[config.mk]
export PLATFORM = sky130hd
export DESIGN_NAME = windowed_motion_detector
export DESIGN_NICKNAME = d
export VERILOG_FILES = /design/src/wmd_pkg.sv /design/src/windowed_motion_detector.sv /design/src/wmd_axis.sv
export SDC_FILE = /design/constraint.sdc
export NUM_CORES = 2
export LEC_CHECK = 0
export CORE_MARGIN = 1
export CORE_UTILIZATION = 45
export CTS_BUF_LIST = sky130_fd_sc_hd__clkbuf_8
export CTS_CLUSTER_DIAMETER = 40
export DETAILED_ROUTE_END_ITERATION = 8
export DONT_BUFFER_PORTS = 1
export GPL_ROUTABILITY_DRIVEN = 0
export PLACE_DENSITY_LB_ADDON = 0.3
export RECOVER_POWER = 100
export SLEW_MARGIN = 0
export SYNTH_ARGS = -nofsm -noshare
export SYNTH_HDL_FRONTEND = slang
export SYNTH_SLANG_ARGS = --single-unit
[constraint.sdc]
create_clock -name clk -period 8.5 [get_ports clk]
set_input_delay 1.7 -clock clk [delete_from_list [all_inputs] [get_ports clk]]
set_output_delay 1.7 -clock clk [all_outputs]
set_load 0.02 [all_outputs]
[src/wmd_pkg.sv]
`timescale 1ns / 1ps
// Shared constants and types for the windowed motion detector.
// Used by wmd_axis and windowed_motion_detector; depends on nothing.
package wmd_pkg;

  localparam int WINDOW    = 16;
  localparam int WIN_IDX_W = $clog2(WINDOW);
  localparam int CNT_W     = $clog2(WINDOW + 1);
  localparam int SMP_W     = 8;
  localparam int MIN_W     = 5;
  localparam int TOL_W     = 8;
  localparam int LIMIT_W   = 16;
  localparam int TICK_W    = 17;
  localparam int NUM_AXES  = 3;
  localparam int CMP_W     = (CNT_W > MIN_W) ? CNT_W : MIN_W;

  // control from the sequencer to one axis unit
  typedef struct packed {
    logic clear;       // restart: empty the window
    logic push;        // shift in the new sample
    logic rotate;      // evaluation step: rotate the window by one
    logic eval_start;  // drop the still flag before a new evaluation
  } axis_ctl_t;

  // status from one axis unit back to the sequencer
  typedef struct packed {
    logic full;
    logic last_slot;   // one free entry left
    logic still;
  } axis_sts_t;

endpackage

[src/windowed_motion_detector.sv]
`timescale 1ns / 1ps
// Top level of the windowed motion detector: request channel, config port,
// sequencer and result register. Depends on wmd_pkg and wmd_axis.
//
// Usage:
//   s_* carries requests: s_tuser is the kind (0 restart, 1 sample tick),
//   s_tdata the three valid/sample pairs. m_* returns one result for every
//   request: status and the axes found not still. cfg_* writes the three
//   registers (0 min_similar, 1 similar_tolerance, 2 max_watch_ticks) and is
//   ready whenever out of reset; write it only while no request is in progress.
//   A request is taken only while the sequencer is idle. Restart, fill and
//   final-status requests go from idle to the write state, which loads the
//   result and m_tvalid into registers once the output register is free and
//   returns to idle. A tick while watching runs the window check first: each
//   axis rotates its window through its own compare unit, one candidate per
//   cycle, until every entry has been the candidate; then the write state
//   registers the result as above.
//   When the receiver stalls, the result holds in the output register; the
//   next request may be taken meanwhile, and its result waits until the
//   register frees. Reset clears phase, fill and tick counts, loads 8, 1, 1000.
module windowed_motion_detector (
  input  logic        clk,
  input  logic        rst,
  input  logic        s_tvalid,
  output logic        s_tready,
  input  logic [31:0] s_tdata,   // x_valid, x_sample[8], y_valid, y_sample[8],
                                 // z_valid, z_sample[8], zero pad[5]
  input  logic        s_tuser,   // req_type
  output logic        m_tvalid,
  input  logic        m_tready,
  output logic [7:0]  m_tdata,   // status[2], unstable_axes[3], zero pad[3]
  input  logic        cfg_valid,
  output logic        cfg_ready,
  input  logic [1:0]  cfg_index,
  input  logic [15:0] cfg_data
);
  import wmd_pkg::*;

  localparam logic [1:0] PH_FILL    = 2'd0;
  localparam logic [1:0] PH_WATCH   = 2'd1;
  localparam logic [1:0] PH_MOTION  = 2'd2;
  localparam logic [1:0] PH_TIMEOUT = 2'd3;

  localparam logic [1:0] ST_IDLE  = 2'd0;
  localparam logic [1:0] ST_EVAL  = 2'd1;
  localparam logic [1:0] ST_WRITE = 2'd2;

  localparam logic REQ_RESTART = 1'b0;
  localparam logic REQ_TICK    = 1'b1;

  localparam logic [1:0] REG_MIN_SIMILAR = 2'd0;
  localparam logic [1:0] REG_TOLERANCE   = 2'd1;
  localparam logic [1:0] REG_MAX_TICKS   = 2'd2;

  logic [1:0]           state;
  logic [1:0]           phase;
  logic [1:0]           phase_next;
  logic [TICK_W-1:0]    tick;
  logic [TICK_W-1:0]    tick_next;
  logic [TICK_W-1:0]    tick_inc;
  logic [2:0]           last_unst;
  logic [2:0]           last_unst_next;
  logic [WIN_IDX_W-1:0] eval_cnt;
  logic                 req_kind;
  logic [NUM_AXES-1:0]  smp_valid;
  logic [SMP_W-1:0]     smp [NUM_AXES];
  logic [MIN_W-1:0]     min_similar;
  logic [TOL_W-1:0]     similar_tolerance;
  logic [LIMIT_W-1:0]   max_watch_ticks;
  logic [1:0]           out_status;
  logic [2:0]           out_unst;

  logic                 accept;
  logic                 fire;
  logic                 do_clear;
  logic [NUM_AXES-1:0]  push;
  logic [NUM_AXES-1:0]  still;
  logic [NUM_AXES-1:0]  full_after;
  axis_ctl_t            ctl [NUM_AXES];
  axis_sts_t            sts [NUM_AXES];

  assign s_tready  = (state == ST_IDLE) && !rst;
  assign accept    = s_tvalid && s_tready;
  assign fire      = (state == ST_WRITE) && (!m_tvalid || m_tready);
  assign cfg_ready = !rst;

  // configuration registers
  always_ff @(posedge clk) begin
    if (rst) begin
      min_similar       <= MIN_W'(8);
      similar_tolerance <= TOL_W'(1);
      max_watch_ticks   <= LIMIT_W'(1000);
    end else if (cfg_valid) begin
      unique case (cfg_index)
        REG_MIN_SIMILAR: min_similar       <= cfg_data[MIN_W-1:0];
        REG_TOLERANCE:   similar_tolerance <= cfg_data[TOL_W-1:0];
        REG_MAX_TICKS:   max_watch_ticks   <= cfg_data[LIMIT_W-1:0];
        default: ;
      endcase
    end
  end

  // hold the request for the duration of its processing
  always_ff @(posedge clk) begin
    if (accept) begin
      req_kind  <= s_tuser;
      smp_valid <= {s_tdata[18], s_tdata[9], s_tdata[0]};
      smp[0]    <= s_tdata[8:1];
      smp[1]    <= s_tdata[17:10];
      smp[2]    <= s_tdata[26:19];
    end
  end

  assign tick_inc = (tick == {TICK_W{1'b1}}) ? tick : tick + 1'b1;

  always_comb begin
    phase_next     = phase;
    tick_next      = tick;
    last_unst_next = last_unst;
    push           = '0;
    do_clear       = 1'b0;
    for (int a = 0; a < NUM_AXES; a++) begin
      full_after[a] = sts[a].full || (push[a] && sts[a].last_slot);
    end
    if (req_kind == REQ_RESTART) begin
      do_clear       = 1'b1;
      phase_next     = PH_FILL;
      tick_next      = '0;
      last_unst_next = '0;
    end else begin
      unique case (phase)
        PH_FILL: begin
          for (int a = 0; a < NUM_AXES; a++) begin
            push[a]       = smp_valid[a] && !sts[a].full;
            full_after[a] = sts[a].full || (push[a] && sts[a].last_slot);
          end
          if (&full_after) begin
            phase_next = PH_WATCH;
          end
        end
        PH_WATCH: begin
          if (~still != '0) begin
            last_unst_next = ~still;
            phase_next     = PH_MOTION;
          end else begin
            push      = smp_valid;
            tick_next = tick_inc;
            if (tick_inc > TICK_W'(max_watch_ticks)) begin
              phase_next = PH_TIMEOUT;
            end
          end
        end
        default: ;  // final status: repeat it
      endcase
    end
  end

  // sequencer
  always_ff @(posedge clk) begin
    if (rst) begin
      state     <= ST_IDLE;
      phase     <= PH_FILL;
      tick      <= '0;
      last_unst <= '0;
      eval_cnt  <= '0;
    end else begin
      unique case (state)
        ST_IDLE: begin
          if (accept) begin
            eval_cnt <= '0;
            if (s_tuser == REQ_TICK && phase == PH_WATCH) begin
              state <= ST_EVAL;
            end else begin
              state <= ST_WRITE;
            end
          end
        end
        ST_EVAL: begin
          eval_cnt <= eval_cnt + 1'b1;
          if (eval_cnt == WIN_IDX_W'(WINDOW - 1)) begin
            state <= ST_WRITE;
          end
        end
        ST_WRITE: begin
          if (fire) begin
            phase     <= phase_next;
            tick      <= tick_next;
            last_unst <= last_unst_next;
            state     <= ST_IDLE;
          end
        end
        default: state <= ST_IDLE;
      endcase
    end
  end

  // result valid: set on a new result, drop once taken
  always_ff @(posedge clk) begin
    if (rst) begin
      m_tvalid <= 1'b0;
    end else if (fire) begin
      m_tvalid <= 1'b1;
    end else if (m_tready) begin
      m_tvalid <= 1'b0;
    end
  end

  always_ff @(posedge clk) begin
    if (fire) begin
      out_status <= phase_next;
      out_unst   <= (phase_next == PH_MOTION) ? last_unst_next : 3'b000;
    end
  end

  assign m_tdata = {3'b000, out_unst, out_status};

  for (genvar a = 0; a < NUM_AXES; a++) begin : g_axis
    always_comb begin
      ctl[a].clear      = fire && do_clear;
      ctl[a].push       = fire && push[a];
      ctl[a].rotate     = (state == ST_EVAL);
      ctl[a].eval_start = accept && s_tuser == REQ_TICK && phase == PH_WATCH;
    end

    wmd_axis u_axis (
      .clk     (clk),
      .rst     (rst),
      .ctl     (ctl[a]),
      .sample  (smp[a]),
      .tol     (similar_tolerance),
      .min_sim (min_similar),
      .sts     (sts[a])
    );

    assign still[a] = sts[a].still;
  end

endmodule

[src/wmd_axis.sv]
`timescale 1ns / 1ps
// One axis of the motion detector: sample shift line, fill count and the
// compare unit that tests one candidate against the whole window per cycle.
// Depends on wmd_pkg.
module wmd_axis (
  input  logic                             clk,
  input  logic                             rst,
  input  wmd_pkg::axis_ctl_t               ctl,
  input  logic signed [wmd_pkg::SMP_W-1:0] sample,
  input  logic        [wmd_pkg::TOL_W-1:0] tol,
  input  logic        [wmd_pkg::MIN_W-1:0] min_sim,
  output wmd_pkg::axis_sts_t               sts
);
  import wmd_pkg::*;

  logic signed [SMP_W-1:0] win [WINDOW];
  logic        [CNT_W-1:0] fill;
  logic                    still;
  logic        [WINDOW-1:0] hit;
  logic        [CNT_W-1:0] hits;
  logic signed [SMP_W-1:0] shift_in;

  // candidate is always entry 0; rotation brings every entry there in turn
  always_comb begin
    for (int k = 0; k < WINDOW; k++) begin
      logic signed [SMP_W:0] diff;
      logic        [SMP_W:0] mag;
      diff = {win[0][SMP_W-1], win[0]} - {win[k][SMP_W-1], win[k]};
      mag = diff[SMP_W] ? (SMP_W+1)'(-diff) : diff;
      hit[k] = (mag <= {1'b0, tol});
    end
    hits = CNT_W'($countones(hit));
  end

  assign shift_in = ctl.rotate ? win[0] : sample;

  always_ff @(posedge clk) begin
    if (ctl.push || ctl.rotate) begin
      for (int i = 0; i < WINDOW - 1; i++) begin
        win[i] <= win[i+1];
      end
      win[WINDOW-1] <= shift_in;
    end
  end

  always_ff @(posedge clk) begin
    if (rst) begin
      fill  <= '0;
      still <= 1'b0;
    end else begin
      if (ctl.clear) begin
        fill <= '0;
      end else if (ctl.push && fill != CNT_W'(WINDOW)) begin
        fill <= fill + 1'b1;
      end
      if (ctl.eval_start) begin
        still <= 1'b0;
      end else if (ctl.rotate && CMP_W'(hits) >= CMP_W'(min_sim)) begin
        still <= 1'b1;
      end
    end
  end

  assign sts.full      = (fill == CNT_W'(WINDOW));
  assign sts.last_slot = (fill == CNT_W'(WINDOW - 1));
  assign sts.still     = still;

endmodule
==> out/summary.txt <==
======================================================================================================
Remaining design rule violation count                                                                0
Later-pin clock latency in the skew report                                                      780 ps
Routed wire length                                                                           117100 µm
Final hold slack                                                                              422.0 ps
Maximum number of pins on one net before global-route repair                                        80
Pleak                                                                                         22.01 nW
Routed length per placed instance                                                             17.20 µm
Critical Path RT                                                                               9140 ps
Most frequent standard cell in the layout excluding fill and tap cells                    sky130_fd_sc_hd__ha_1
Kind of path behind the tightest hold check                                                    reg2reg
Cell with the most instances on the worst path                                            sky130_fd_sc_hd__fa_1
Cell area after layout                                                                       52620 µm²
Max Fanout on Critical Path                                                                          7
Most frequent cells in the layout                                                         sky130_fd_sc_hd__ha_1, sky130_fd_sc_hd__nor2_1, sky130_fd_sc_hd__inv_1
Synth Flop Type                                                                           sky130_fd_sc_hd__edfxtp_1
First-pass detailed-route iteration total                                                            8
Starting density of the core                                                                    45.43%
GR Util All Layers                                                                              21.73%
Number of pins with negative max-slew slack in the final report                                    428
Area after detailed placement                                                                50190 µm²
Worst hold path depth                                                                                0
Rows                                                                                               119
Setup clock skew after layout                                                                 55.69 ps
Vertical die dimension                                                                        328.0 µm
Initial antenna violation count                                                                      2
P&R area growth vs syn                                                                          10.03%
Depth of the worst register-to-register path                                                        33
Crit path largest cell delay                                                                    550 ps
H-tree levels                                                                                        3
Critical Path AT                                                                               8770 ps
Slew HR                                                                                        -105.9%
Cts hold-fix bufs                                                                                    0
Launch instance of the worst min-delay path                                               g_axis[0].u_axis.win[1][19]$_DFFE_PP_
Number of CTS-inserted buffers                                                                      99
First-iteration detailed-routing DRC count                                                        2055
Critical path startpoint category                                                            flip-flop
Worst R2R Setup Slack                                                                           370 ps
Final critical-path share of the clock period                                                   95.60%
Die width                                                                                     328.0 µm
Number of enable-type register cells in the synthesized netlist                                    417
Die outline area                                                                            107600 µm²
End of the worst register-to-register path                                                g_axis[0].u_axis.still$_SDFFE_PP0P_
Capture endpoint of the worst hold path                                                   g_axis[0].u_axis.win[1][11]$_DFFE_PP_
Post-detail-place hpwl                                                                        88810 µm
Fin crit period                                                                                8126 ps
Final setup margin                                                                            374.4 ps
Final hold violation count                                                                           0
Vias per std cell                                                                                5.491
Port Buffers                                                                                         0
Count of mapped cells out of synthesis                                                            5173
Cell with the largest stage delay on the worst path                                       sky130_fd_sc_hd__fa_1
Tightest Pin Transition                                                                        3082 ps
Total power per unit cell area                                                            155.5 nW/µm²
Count of clock tree sinks                                                                          493
Worst-case vdd ir drop                                                                       0.1750 mV
Mean area per synthesized cell                                                               9.246 µm²
# IOs                                                                                               67
Critical Path End Type                                                                       flip-flop
Pre-CTS setup slack                                                                           178.3 ps
Antenna-violating nets left                                                                          0
Final setup fails                                                                                    0
First-pass GRT wire length                                                                   188200 µm
Floorplan Core Area                                                                         105300 µm²
Start of the worst register-to-register path                                              g_axis[0].u_axis.win[0][0]$_DFFE_PP_
Synth cell types                                                                                    79
Violations in the final reports                                                           capacitance limit, slew limit
Overflow left after global routing                                                                   0
Longest Clk Path Bufs                                                                                3
TritonCTS clock tree                                                                             built
Outcome                                                                                   finished with violations
Post-synthesis register bit count                                                                  493
Share of layout cells above drive strength 1                                                    7.039%
Crit Path Class                                                                                reg2reg
Clock transition at the register clock pins on the worst setup and hold paths after CTS          60 ps
Netlist Area Pre-Place                                                                       47830 µm²
Master cell of the clock root buffer                                                      sky130_fd_sc_hd__clkbuf_8
Max Freq                                                                                    0.1231 GHz
Synthesis Warnings                                                                                   0
Via Count                                                                                       37.37k
Unrepaired setup endpoints after global routing                                                   true
Maximum capacitance violations                                                                       7
Share of synthesized flip-flops with an asynchronous set or reset                                   0%
Vias in the first global route                                                                  36.70k
Portion of the post-synthesis area used by sequential elements                                  29.36%
Count of nets after finishing                                                                     6311
======================================================================================================
[power by group]
part           internal, mW  total [mW]  switching [mW]
Clock                  1.72        2.92            1.20
Sequential             2.65        2.69          0.0363
Combinational          1.16        2.57            1.41
Total                  5.54        8.18            2.64
[through the flow]
stage          util, %  std cells  power [mW]  TNS (ps)
2_1_floorplan        -       5177       4.631         0
6_report         49.99       6806       8.180         0
3_3_place_gp     47.68       6617       5.189         0
4_1_cts          49.93       6800       8.264         0
5_1_grt          49.99       6806       8.765    -68.91
3_5_place_dp     47.68       6617       5.294         0
[worst max-delay path: cells and delay by family (launching register included)]
kind / cells / cell delay [ps]
simple gates: 4 / 430
fa+ha+maj: 11 / 4170
flops: 1 / 420
buf+inv: 5 / 630
compound gates: 12 / 1980
mux: 1 / 370
[layer usage]
layer	GRT usage (%)	vias to the layer above	wire (µm)
met5	0	-	0
met4	5.800	0	2495
met3	2.826	171	4421
met2	36.82	644	54810
met1	28.99	17660	55370
li1	-	18890	-
[synthesized netlist by cell type (18+ instances only)]
library cell               instances  area, µm²
sky130_fd_sc_hd__a211oi_1         65      488.0
sky130_fd_sc_hd__a21o_1           68      510.5
sky130_fd_sc_hd__a21oi_1         292       1461
sky130_fd_sc_hd__a31o_2           26      227.7
sky130_fd_sc_hd__a31oi_1         105      656.9
sky130_fd_sc_hd__a41oi_1          18      157.7
sky130_fd_sc_hd__and2_1           34      212.7
sky130_fd_sc_hd__and3_1           27      168.9
sky130_fd_sc_hd__dfxtp_1          76       1521
sky130_fd_sc_hd__edfxtp_1        417      12520
sky130_fd_sc_hd__fa_1             78       1562
sky130_fd_sc_hd__ha_1            846      10590
sky130_fd_sc_hd__inv_1           531       1993
sky130_fd_sc_hd__mux2_2           18      202.7
sky130_fd_sc_hd__nand2_1         251      942.2
sky130_fd_sc_hd__nand2b_1         69      431.7
sky130_fd_sc_hd__nand3_1          67      335.3
sky130_fd_sc_hd__nand4_1         103      644.4
sky130_fd_sc_hd__nor2_1          701       2631
sky130_fd_sc_hd__nor2b_1         106      663.1
sky130_fd_sc_hd__nor3_1           51      255.2
sky130_fd_sc_hd__o211ai_1         50      375.4
sky130_fd_sc_hd__o21a_1          173       1299
sky130_fd_sc_hd__o21ai_0         167      835.8
sky130_fd_sc_hd__o311ai_1         31      271.5
sky130_fd_sc_hd__o31ai_1          22      165.2
sky130_fd_sc_hd__o31ai_2          26      325.3
sky130_fd_sc_hd__or2_2            32      200.2
sky130_fd_sc_hd__or4_1            33      247.7
sky130_fd_sc_hd__xnor2_1         339       2969
sky130_fd_sc_hd__xor2_1          174       1524
[worst max-delay path by stage]
stage,to,cells after the start,slack [ps],startpoint
6_report,g_axis[0].u_axis.still$_SDFFE_PP0P_,33,370,g_axis[0].u_axis.win[0][0]$_DFFE_PP_
5_1_grt,g_axis[0].u_axis.still$_SDFFE_PP0P_,33,-70,g_axis[0].u_axis.win[0][0]$_DFFE_PP_
4_1_cts,g_axis[0].u_axis.still$_SDFFE_PP0P_,33,150,g_axis[0].u_axis.win[0][0]$_DFFE_PP_
3_5_place_dp,g_axis[0].u_axis.still$_SDFFE_PP0P_,33,180,g_axis[0].u_axis.win[0][0]$_DFFE_PP_
3_3_place_gp,g_axis[2].u_axis.still$_SDFFE_PP0P_,34,280,g_axis[2].u_axis.win[0][0]$_DFFE_PP_
2_1_floorplan,g_axis[0].u_axis.still$_SDFFE_PP0P_,31,670,g_axis[0].u_axis.win[0][1]$_DFFE_PP_
[layout make-up]
class,instances,area [µm²]
tap,1391,1740
timing repair buffer,77,696.9
clock buffer,101,1390
fill,9667,52640
inverter,532,2006
clock inverter,82,980.9
multi-input combinational,4128,31760
antenna,2,5.005
sequential,493,14050
[logic make-up after synthesis]
| kind of cell | share of synthesized area (%) |
|---|---|
| AND/OR/NAND/NOR | 15.28 |
| AO/OA/AOI/OAI | 15.46 |
| adder cells (fa/ha/maj) | 25.40 |
| buffers and inverters | 4.413 |
| XOR/XNOR | 9.394 |
| flip-flops | 29.36 |
| multiplexers | 0.6750 |
| other | 0.01570 |
[what timing repair did]
action                                  in CTS  in global routing
endpoints found under the setup margin       0                  3
gates resized for setup                      0                 19
setup buffers                                0                  4
[registers in the layout (all words and copies together) (netlist names)]
signal	count
g_axis.u_axis.win	384
smp	24
tick	17
max_watch_ticks	16
g_axis.u_axis.fill	15
similar_tolerance	8
min_similar	5
eval_cnt	4
g_axis.u_axis.still	3
last_unst	3
out_unst	3
smp_valid	3
out_status	2
phase	2
state	2
m_tvalid	1
req_kind	1
No activity file was read; power rests on OpenSTA's default activity.
